==> src/ngpe_pkg.sv <==
// Shared constants, types and control/status bundles for the GGA position extractor.
// Depends on nothing; imported by the controller, the datapath and the top level.
`default_nettype none

package ngpe_pkg;

  // Field storage depth and derived widths
  localparam int FIELD_CAPACITY = 16;
  localparam int CNT_W = $clog2(FIELD_CAPACITY + 1);
  localparam int IDX_W = $clog2(FIELD_CAPACITY);

  // Characters of interest
  localparam logic [7:0] CH_DOLLAR = 8'h24;
  localparam logic [7:0] CH_G      = 8'h47;
  localparam logic [7:0] CH_P      = 8'h50;
  localparam logic [7:0] CH_A      = 8'h41;
  localparam logic [7:0] CH_COMMA  = 8'h2C;
  localparam logic [7:0] CH_LF     = 8'h0A;

  // Source of the next transmitted byte
  typedef enum logic [2:0] {
    SEL_LAT_CHAR,
    SEL_LAT_DIR,
    SEL_LF,
    SEL_LON_CHAR,
    SEL_LON_DIR
  } out_sel_t;

  // Controller to datapath
  typedef struct packed {
    logic     lat_clear;
    logic     lat_write;
    logic     lat_dir_write;
    logic     lon_clear;
    logic     lon_write;
    logic     lon_dir_write;
    logic     idx_clear;
    logic     idx_inc;
    logic     out_load;
    out_sel_t out_sel;
    logic     out_last;
  } ngpe_cmd_t;

  // Datapath to controller
  typedef struct packed {
    logic is_dollar;
    logic is_g;
    logic is_p;
    logic is_a;
    logic is_comma;
    logic lat_full;
    logic lon_full;
    logic lat_idx_end;
    logic lon_idx_end;
    logic slot_free;
  } ngpe_sts_t;

endpackage

`default_nettype wire

==> src/nmea_gga_position_extractor_unit.sv <==
// Top level of the GGA position extractor: controller plus datapath.
// Depends on ngpe_pkg, ngpe_controller and ngpe_datapath.
//
//   channel | handshake            | payload
//   --------+----------------------+-----------------------
//   input   | in_valid / in_ready   | rx_byte
//   output  | out_valid / out_ready | tx_byte, last_of_run
//
// One received byte per cycle while parsing; every byte but the longitude
// direction produces no output transaction.
// After the longitude direction the input is held off while the position goes
// out: lat_count + lon_count + 4 output transactions, held back by output
// stalls; the single output register sets their pace.
// Synchronous reset returns the parser to idle with both fields empty.
`default_nettype none

module nmea_gga_position_extractor_unit
  import ngpe_pkg::*;
(
  input  wire logic       clk,
  input  wire logic       rst,
  input  wire logic       in_valid,
  output logic            in_ready,
  input  wire logic [7:0] rx_byte,
  output logic            out_valid,
  input  wire logic       out_ready,
  output logic [7:0]      tx_byte,
  output logic            last_of_run
);

  ngpe_cmd_t cmd;
  ngpe_sts_t sts;

  ngpe_controller u_ctrl (
    .clk      (clk),
    .rst      (rst),
    .in_valid (in_valid),
    .in_ready (in_ready),
    .sts      (sts),
    .cmd      (cmd)
  );

  ngpe_datapath u_dp (
    .clk         (clk),
    .rst         (rst),
    .rx_byte     (rx_byte),
    .cmd         (cmd),
    .sts         (sts),
    .tx_byte     (tx_byte),
    .last_of_run (last_of_run),
    .out_valid   (out_valid),
    .out_ready   (out_ready)
  );

endmodule

`default_nettype wire

==> src/ngpe_datapath.sv <==
// Datapath: byte classification, latitude/longitude buffers, emit index and output register.
// Depends on ngpe_pkg; driven by ngpe_controller through ngpe_cmd_t.
`default_nettype none

module ngpe_datapath
  import ngpe_pkg::*;
(
  input  wire logic       clk,
  input  wire logic       rst,
  input  wire logic [7:0] rx_byte,
  input  wire ngpe_cmd_t  cmd,
  output ngpe_sts_t       sts,
  output logic [7:0]      tx_byte,
  output logic            last_of_run,
  output logic            out_valid,
  input  wire logic       out_ready
);

  logic [7:0]       lat_chars [FIELD_CAPACITY];
  logic [7:0]       lon_chars [FIELD_CAPACITY];
  logic [CNT_W-1:0] lat_count;
  logic [CNT_W-1:0] lon_count;
  logic [7:0]       lat_direction;
  logic [7:0]       lon_direction;
  logic [CNT_W-1:0] emit_idx;
  logic [7:0]       out_byte_next;

  // Byte classification and counter status
  always_comb begin
    sts.is_dollar   = (rx_byte == CH_DOLLAR);
    sts.is_g        = (rx_byte == CH_G);
    sts.is_p        = (rx_byte == CH_P);
    sts.is_a        = (rx_byte == CH_A);
    sts.is_comma    = (rx_byte == CH_COMMA);
    sts.lat_full    = (lat_count == CNT_W'(FIELD_CAPACITY));
    sts.lon_full    = (lon_count == CNT_W'(FIELD_CAPACITY));
    sts.lat_idx_end = (emit_idx == lat_count);
    sts.lon_idx_end = (emit_idx == lon_count);
    sts.slot_free   = !out_valid || out_ready;
  end

  // Character buffers, written at the fill count
  always_ff @(posedge clk) begin
    if (cmd.lat_write) begin
      lat_chars[lat_count[IDX_W-1:0]] <= rx_byte;
    end
    if (cmd.lon_write) begin
      lon_chars[lon_count[IDX_W-1:0]] <= rx_byte;
    end
  end

  // Fill counts and direction bytes
  always_ff @(posedge clk) begin
    if (rst) begin
      lat_count     <= '0;
      lon_count     <= '0;
      lat_direction <= '0;
      lon_direction <= '0;
    end else begin
      if (cmd.lat_clear) begin
        lat_count <= '0;
      end else if (cmd.lat_write) begin
        lat_count <= lat_count + 1'b1;
      end
      if (cmd.lon_clear) begin
        lon_count <= '0;
      end else if (cmd.lon_write) begin
        lon_count <= lon_count + 1'b1;
      end
      if (cmd.lat_dir_write) begin
        lat_direction <= rx_byte;
      end
      if (cmd.lon_dir_write) begin
        lon_direction <= rx_byte;
      end
    end
  end

  // Emit index, shared by both fields
  always_ff @(posedge clk) begin
    if (rst) begin
      emit_idx <= '0;
    end else if (cmd.idx_clear) begin
      emit_idx <= '0;
    end else if (cmd.idx_inc) begin
      emit_idx <= emit_idx + 1'b1;
    end
  end

  // Output byte select
  always_comb begin
    case (cmd.out_sel)
      SEL_LAT_CHAR: out_byte_next = lat_chars[emit_idx[IDX_W-1:0]];
      SEL_LAT_DIR:  out_byte_next = lat_direction;
      SEL_LON_CHAR: out_byte_next = lon_chars[emit_idx[IDX_W-1:0]];
      SEL_LON_DIR:  out_byte_next = lon_direction;
      default:      out_byte_next = CH_LF;
    endcase
  end

  // Output register
  always_ff @(posedge clk) begin
    if (rst) begin
      out_valid <= 1'b0;
    end else if (cmd.out_load) begin
      out_valid <= 1'b1;
    end else if (out_ready) begin
      out_valid <= 1'b0;
    end
  end

  always_ff @(posedge clk) begin
    if (cmd.out_load) begin
      tx_byte     <= out_byte_next;
      last_of_run <= cmd.out_last;
    end
  end

endmodule

`default_nettype wire

==> src/ngpe_controller.sv <==
// Controller: header match, field parse phases and the emit sequence.
// Depends on ngpe_pkg; commands ngpe_datapath through ngpe_cmd_t.
`default_nettype none

module ngpe_controller
  import ngpe_pkg::*;
(
  input  wire logic      clk,
  input  wire logic      rst,
  input  wire logic      in_valid,
  output logic           in_ready,
  input  wire ngpe_sts_t sts,
  output ngpe_cmd_t      cmd
);

  typedef enum logic [4:0] {
    S_IDLE,
    S_H1, S_H2, S_H3, S_H4, S_H5, S_H6,
    S_SKIP,
    S_LAT,
    S_LATDIR,
    S_GAP,
    S_LON,
    S_LONDIR,
    S_EM_LAT,
    S_EM_LATDIR,
    S_EM_LF1,
    S_EM_LON,
    S_EM_LONDIR,
    S_EM_LF2
  } state_t;

  state_t state;
  state_t state_next;
  logic   take;

  // Input is held off only while the buffered position is sent
  always_comb begin
    unique case (state) inside
      S_EM_LAT, S_EM_LATDIR, S_EM_LF1, S_EM_LON, S_EM_LONDIR, S_EM_LF2: in_ready = 1'b0;
      default: in_ready = 1'b1;
    endcase
  end

  assign take = in_valid && in_ready;

  // Next state and commands
  always_comb begin
    state_next = state;
    cmd        = '0;
    cmd.out_sel = SEL_LF;
    unique case (state)
      S_IDLE: if (take) state_next = sts.is_dollar ? S_H1 : S_IDLE;
      S_H1:   if (take) state_next = sts.is_g ? S_H2 : S_IDLE;
      S_H2:   if (take) state_next = sts.is_p ? S_H3 : S_IDLE;
      S_H3:   if (take) state_next = sts.is_g ? S_H4 : S_IDLE;
      S_H4:   if (take) state_next = sts.is_g ? S_H5 : S_IDLE;
      S_H5:   if (take) state_next = sts.is_a ? S_H6 : S_IDLE;
      S_H6:   if (take) state_next = sts.is_comma ? S_SKIP : S_IDLE;
      S_SKIP: begin
        if (take && sts.is_comma) begin
          cmd.lat_clear = 1'b1;
          state_next    = S_LAT;
        end
      end
      S_LAT: begin
        if (take) begin
          if (sts.is_comma) begin
            state_next = S_LATDIR;
          end else begin
            cmd.lat_write = !sts.lat_full;
          end
        end
      end
      S_LATDIR: begin
        if (take) begin
          cmd.lat_dir_write = 1'b1;
          state_next        = S_GAP;
        end
      end
      S_GAP: begin
        if (take) begin
          cmd.lon_clear = 1'b1;
          state_next    = S_LON;
        end
      end
      S_LON: begin
        if (take) begin
          if (sts.is_comma) begin
            state_next = S_LONDIR;
          end else begin
            cmd.lon_write = !sts.lon_full;
          end
        end
      end
      S_LONDIR: begin
        if (take) begin
          cmd.lon_dir_write = 1'b1;
          cmd.idx_clear     = 1'b1;
          state_next        = S_EM_LAT;
        end
      end
      S_EM_LAT: begin
        cmd.out_sel = SEL_LAT_CHAR;
        if (sts.lat_idx_end) begin
          state_next = S_EM_LATDIR;
        end else if (sts.slot_free) begin
          cmd.out_load = 1'b1;
          cmd.idx_inc  = 1'b1;
        end
      end
      S_EM_LATDIR: begin
        cmd.out_sel = SEL_LAT_DIR;
        if (sts.slot_free) begin
          cmd.out_load = 1'b1;
          state_next   = S_EM_LF1;
        end
      end
      S_EM_LF1: begin
        if (sts.slot_free) begin
          cmd.out_load  = 1'b1;
          cmd.idx_clear = 1'b1;
          state_next    = S_EM_LON;
        end
      end
      S_EM_LON: begin
        cmd.out_sel = SEL_LON_CHAR;
        if (sts.lon_idx_end) begin
          state_next = S_EM_LONDIR;
        end else if (sts.slot_free) begin
          cmd.out_load = 1'b1;
          cmd.idx_inc  = 1'b1;
        end
      end
      S_EM_LONDIR: begin
        cmd.out_sel = SEL_LON_DIR;
        if (sts.slot_free) begin
          cmd.out_load = 1'b1;
          state_next   = S_EM_LF2;
        end
      end
      S_EM_LF2: begin
        if (sts.slot_free) begin
          cmd.out_load = 1'b1;
          cmd.out_last = 1'b1;
          state_next   = S_IDLE;
        end
      end
      default: state_next = S_IDLE;
    endcase
  end

  // State register
  always_ff @(posedge clk) begin
    if (rst) begin
      state <= S_IDLE;
    end else begin
      state <= state_next;
    end
  end

endmodule

`default_nettype wire

==> config.mk <==
export PLATFORM = sky130hd
export DESIGN_NAME = nmea_gga_position_extractor_unit
export DESIGN_NICKNAME = d
export VERILOG_FILES = /design/src/ngpe_pkg.sv /design/src/nmea_gga_position_extractor_unit.sv /design/src/ngpe_datapath.sv /design/src/ngpe_controller.sv
export SDC_FILE = /design/constraint.sdc
export NUM_CORES = 1
export LEC_CHECK = 0
export BUFFER_PORTS_ARGS = -buffer_cell sky130_fd_sc_hd__buf_2
export CORE_UTILIZATION = 48
export CTS_CLUSTER_DIAMETER = 30
export DETAILED_ROUTE_END_ITERATION = 6
export PLACE_DENSITY = 0.61
export SLEW_MARGIN = 30
export SYNTH_ARGS = -nofsm -noshare
export SYNTH_HDL_FRONTEND = slang
export SYNTH_SLANG_ARGS = --single-unit
==> constraint.sdc <==
create_clock -name clk -period 4.05 [get_ports clk]
set_clock_uncertainty 0.2 [all_clocks]
set_input_delay 1.0125 -clock clk [delete_from_list [all_inputs] [get_ports clk]]
set_output_delay 1.0125 -clock clk [all_outputs]
set_load 0.01 [all_outputs]
==> results.toml, run 1 <==
[clock_network]
insertion_delay_ps = 580
cts_hold_repair.buffers = 0
cts_max_level = 2
post-cts-setup-buffers = 0
cts_sinks = 306
maximum_clock_path_buffer_count = 3
clock_root_buffer = "sky130_fd_sc_hd__clkbuf_16"
post_cts_resize_count = 0
cts_buffers = 61
cts_tree = "done"
clock_transition_at_path_regs_ps = 50

[sta]
setup_violations = 0
finalCritPeriodShare_pct = 82.8
tightestPinTransition_ps = 829
unrepaired_setup_endpoints_after_global_routing = "false"
fmax_mhz = 298
fin_crit_ps = 3360
finalHoldViolations = 0
whs_ps = 259
fin_ws_ps = 695
final-max-slew-violation-count = 0
setup_tns_ps = 0
timing.slew.headroom_pct = 44.7

[setup_path]
timing_worst_setup_path_type = "reg -> out"
reg2reg_to = "u_dp.lat_chars[10][5]"
endpoint_kind = "output pin"
critical_path_arrival_ps = 2140
reg2regPathDepth = 5
worst-r2r-setup-slack_ps = 810
path_max_fanout = 21
timing.critical_path.from_type = "flop"
critPathRequiredTime_ps = 2840
r2r-start = "u_ctrl.state[3]"

[route]
routed-via-count = 7205
routed_wl_um = 29300
drtAntennaViolNets = 0
wl_per_cell_um = 24.2
vias_per_cell = 5.96
dr.pass1.iters = 5
first_iter_violations = 582
post-route-drc-count = 0

[min_path]
min_from = "u_dp.lat_direction[2]"
count_of_cells_along_the_worst_hold_path = 2
hold_path_end = "u_dp.lat_direction[2]"
hold_path_class = "reg -> reg"

[power_and_ir_drop]
vdd_drop_max_v = 0.000616
static-leakage-power_nw = 4.91
power_per_cell_area_mw_per_mm2 = 556

[place]
preCtsSetupSlack_ps = 392
place.detailed.hpwl_um = 18700
buffer_ports.inserted = 22
place.gp.congestion = 0.891
numPlacedInstances = 1095
dpl-instance-area_mm2 = 0.0133

[final_layout]
multi_input_area_mm2 = 0.00362
final.fill_count = 1852
post_route_cells_drive_above_1_share_pct = 27.0
fin_area_mm2 = 0.0153
num-nets-final = 849
layoutNonFillerInstCount = 1208
seq_area_mm2 = 0.00878
final_common_cell = "sky130_fd_sc_hd__edfxtp_1"
mostFrequentLayoutCells = "sky130_fd_sc_hd__edfxtp_1, sky130_fd_sc_hd__mux4_2, sky130_fd_sc_hd__clkbuf_16"
synthToLayoutAreaGrowth_pct = 21.4

[global_route]
grtUsageTotal_pct = 22.9
largest_net_degree_at_the_start_of_global_routing = 39
antenna_found_initial = 1
first_global_vias = 7495
grt_first_pass_wirelength_um = 44900
overflow = 0

[flow_run]
max-cap-violations = 0

[die]
chipHeight_um = 164
initial_core_util_pct = 49.5
overall_die_area_mm2 = 0.0269
core_area_mm2 = 0.0255
rows = 58
num_io_pins = 23
floorplan.die.width_um = 164

[logic_synthesis]
synth.net_count = 769
postSynth.topFlopCell = "sky130_fd_sc_hd__edfxtp_1"
post_synth.cell_area_avg_um2 = 16.9
leading_cell_types_by_total_area_after_synthesis = "sky130_fd_sc_hd__edfxtp_1, sky130_fd_sc_hd__mux4_2, sky130_fd_sc_hd__dfxtp_1, sky130_fd_sc_hd__mux2i_1, sky130_fd_sc_hd__nor2_1"
postSynthCellCount = 748
synth_top_cell_by_area = "sky130_fd_sc_hd__edfxtp_1"
ys_seq_elements = 306
synthArstFlopShare_pct = 0
netlist.area_leader.share_pct = 63.1
ys.warnings.count = 0
synth_sequential_area_ratio_pct = 69.6
synthesis.area_mm2 = 0.0126
synth-edff-count = 265
synthDistinctLibCells = 59

[outcome]
outcome = "finished clean"
[routing by layer]
metal  track usage (%)  vias up  share of wire, %
met5                 0        -                 0
met4              8.12        0               2.7
met3              4.77       67               6.6
met2              36.7      302                48
met1              31.2     3659                43
li1                  -     3177                 -
[Yosys cell counts, drive strengths merged (6+ instances only)]
cell	count
dfxtp	41
buf	21
xnor2	6
nand3	12
or3	7
o21ai	8
edfxtp	265
clkbuf	20
mux2i	39
nor4	9
or4	7
nor2	59
ha	9
nor3	30
o211ai	6
nand2	33
nand2b	12
mux4	65
inv	10
a21oi	20
xor2	11
[per-stage QoR]
stage	util, %	total power (W)
3_5_place_dp	52.0	0.00364
4_1_cts	60.1	0.00855
3_3_place_gp	52.0	0.00364
2_1_floorplan	-	0.00355
5_1_grt	60.1	0.00872
6_report	60.1	0.00851
[critical path, stage by stage, from the launching register on]
cell and delay (ps):
sky130_fd_sc_hd__dfxtp_1 780, sky130_fd_sc_hd__nand2b_1 140, sky130_fd_sc_hd__or3_1 360, sky130_fd_sc_hd__and2_1 170, sky130_fd_sc_hd__buf_2 130
[logic make-up (layout without fill, tap and decap cells)]
kind of cell	count (synthesis)	in the layout	share of synthesized area (%)
flops	306	306	69.6
other cells	0	1	0
compound gates	70	70	3.95
xor+xnor	17	17	1.18
fa+ha+maj	10	10	0.972
buf+inv	51	180	1.75
mux	104	104	14.7
simple gates	190	190	7.87
[cell type report]
type / instances / share of cell area (%)
Timing Repair Buffer: 58 / 2.57
Antenna cell: 1 / 0.0163
Clock buffer: 67 / 10.3
Sequential cell: 306 / 57.4
Inverter: 10 / 0.245
Clock inverter: 45 / 3.20
Multi-Input combinational cell: 391 / 23.7
Tap cell: 330 / 2.70
[worst max path at each step]
stage | from | endpoint | slack [ps] | depth (start not counted)
floorplan | in_valid | u_dp.lon_chars[1][0] | 750 | 6
global placement | in_valid | u_dp.lat_chars[10][2] | 450 | 6
detailed placement | in_valid | u_dp.lat_chars[10][0] | 390 | 6
CTS | u_ctrl.state[4] | in_ready | 720 | 4
global route | u_ctrl.state[3] | u_dp.lon_chars[8][6] | 570 | 5
finish | u_ctrl.state[4] | in_ready | 690 | 4
[state kept, by name, indices dropped and copies added, names as in the netlist, named ones only]
register / cells
u_dp.lat_chars: 128
u_dp.lat_count: 5
u_dp.lon_direction: 8
u_dp.emit_idx: 5
u_dp.lon_count: 5
u_dp.tx_byte: 8
u_dp.lat_direction: 8
u_dp.last_of_run: 1
u_dp.out_valid: 1
u_ctrl.state: 5
u_dp.lon_chars: 128
[where the power goes]
part	switching, W	total, W	internal, W	leakage, nW
Combinational	0.000105	0.000139	0.0000346	1.20
Clock	0.00159	0.00493	0.00334	0.992
Sequential	0.0000116	0.00345	0.00343	2.72
Power figures use the tool's default switching activity.
==> run 2, diff against run 1 <==
==> constraint.sdc (replaced) <==
create_clock -name clk -period 3.37 [get_ports clk]
set_clock_uncertainty 0.2 [all_clocks]
set_input_delay 0.8425 -clock clk [delete_from_list [all_inputs] [get_ports clk]]
set_output_delay 0.8425 -clock clk [all_outputs]
set_load 0.01 [all_outputs]
==> results.toml, run 2 (synthesis gave the netlist of run 1 again) <==
[setup_path]
worst_path_largest_cell_delay_ps = 470
timing_worst_setup_path_type = "reg -> out"
critPathRequiredTime_ps = 2330
endpoint_kind = "output pin"
cell_type_of_the_slowest_stage_on_the_worst_timing_path = "sky130_fd_sc_hd__dfxtp_1"
kind_of_cell_with_the_highest_combined_delay_on_the_critical_path = "simple AND/OR/NAND/NOR gates"
most_used_cell_cp = "sky130_fd_sc_hd__and2_1"
path_max_fanout = 14
critical_path.cell_chain = "and2_1 -> or3_1 -> and2_1 -> buf_2"
timing.critical_path.buf_inv = 1
timing.critical_path.from_type = "flop"
critical_path_arrival_ps = 2070

[sta]
finalCritPeriodShare_pct = 92.4
fin_crit_ps = 3110
timing.slew.headroom_pct = 46.4
whs_ps = 259
tightestPinTransition_ps = 804
finalHoldViolations = 0
fmax_mhz = 321
final-max-slew-violation-count = 0
fin_ws_ps = 257
setup_tns_ps = 0
unrepaired_setup_endpoints_after_global_routing = "false"
setup_violations = 0

[place]
place.detailed.hpwl_um = 18900
buffer_ports.inserted = 22
preCtsSetupSlack_ps = 27.7
place.gp.congestion = 0.905

[global_route]
grtUsageTotal_pct = 22.9
first_global_vias = 7289
grt_first_pass_wirelength_um = 44600
largest_net_degree_at_the_start_of_global_routing = 39
antenna_found_initial = 0
overflow = 0

[clock_network]
cts_max_level = 2
post-cts-setup-buffers = 0
clock_transition_at_path_regs_ps = 40
maximum_clock_path_buffer_count = 3
cts_buffers = 55
cts_tree = "done"
clock_root_buffer = "sky130_fd_sc_hd__clkbuf_16"
post_cts_resize_count = 0
cts_sinks = 306
cts_hold_repair.buffers = 0
insertion_delay_ps = 560

[power_and_ir_drop]
vdd_drop_max_v = 0.000498
static-leakage-power_nw = 4.89
sequentialPowerShare_pct = 42.9
switching_fraction_of_total_power_pct = 21.9
power.switching_w = 0.00211
cell_internal_pwr_w = 0.00752
power_per_cell_area_mw_per_mm2 = 632
pwr-share-comb_pct = 1.9
clock_power_share_pct = 55.2
pwr_total_w = 0.00963

[die]
chipHeight_um = 164
rows = 58
num_io_pins = 23
core_area_mm2 = 0.0255
overall_die_area_mm2 = 0.0269
initial_core_util_pct = 49.5
floorplan.die.width_um = 164

[min_path]
hold_path_class = "reg -> reg"

[final_layout]
final_util_pct = 59.8
mostFrequentLayoutCells = "sky130_fd_sc_hd__edfxtp_1, sky130_fd_sc_hd__mux4_2, sky130_fd_sc_hd__nor2_1"
final_common_cell = "sky130_fd_sc_hd__edfxtp_1"
antenna-diode-count = 0
synthToLayoutAreaGrowth_pct = 20.7
num-nets-final = 861
post_route_cells_drive_above_1_share_pct = 28.6

[route]
dr.pass1.iters = 5
vias_per_cell = 5.88
drtAntennaViolNets = 0
post-route-drc-count = 0
routed_wl_um = 29300
routed-via-count = 7154
first_iter_violations = 537
wl_per_cell_um = 24.1

[outcome]
outcome = "finished clean"

[flow_run]
max-cap-violations = 0
run 2: path summary, 6_finish.rpt:
kind              slack (ps)  cells after the start               endpoint                   from
setup / recovery         260                      4               in_ready        u_ctrl.state[1]
hold / removal           260                      2  u_dp.lat_direction[4]  u_dp.lat_direction[4]
hold reg to reg          260                      2  u_dp.lat_direction[4]  u_dp.lat_direction[4]
setup reg to reg         310                      6        u_dp.tx_byte[4]                   flop
run 2: layout make-up:
class / instances / area, um^2
Clock inverter: 38 / 398
Clock buffer: 66 / 1440
Fill cell: 1903 / 10300
Sequential cell: 306 / 8780
Timing Repair Buffer: 76 / 528
Multi-Input combinational cell: 391 / 3620
Tap cell: 330 / 413
Inverter: 10 / 37.5
run 2: worst reg2reg max path: cells and delay by family (launching register included):
kind / cells / cell delay, ps
simple gates: 1 / 90
flops: 1 / 830
compound gates: 2 / 590
mux: 2 / 670
buf+inv: 1 / 420
run 2: power by group through the flow:
| stage | Sequential [W] | Clock, W | Combinational [W] |
|---|---|---|---|
| after floorplan | 0.00420 | 0 | 0.0000698 |
| after global placement | 0.00420 | 0 | 0.000176 |
| after detailed placement | 0.00420 | 0 | 0.000180 |
| after CTS | 0.00413 | 0.00539 | 0.000180 |
| after global routing | 0.00413 | 0.00555 | 0.000194 |
| final | 0.00413 | 0.00531 | 0.000180 |
run 2: routing by layer:
layer  vias up  routed length [um]  track usage, %
met5         -                   0               0
met4         0                 775            7.58
met3        60                1850            4.37
met2       260               13900            36.6
met1      3647               12800            31.8
li1       3187                   -               -
run 2: stage by stage:
step / instances / cell area (um^2)
2_1_floorplan: 748 / 12600
3_3_place_gp: 1113 / 13400
3_5_place_dp: 1113 / 13400
4_1_cts: 1217 / 15200
5_1_grt: 1217 / 15200
6_report: 1217 / 15200
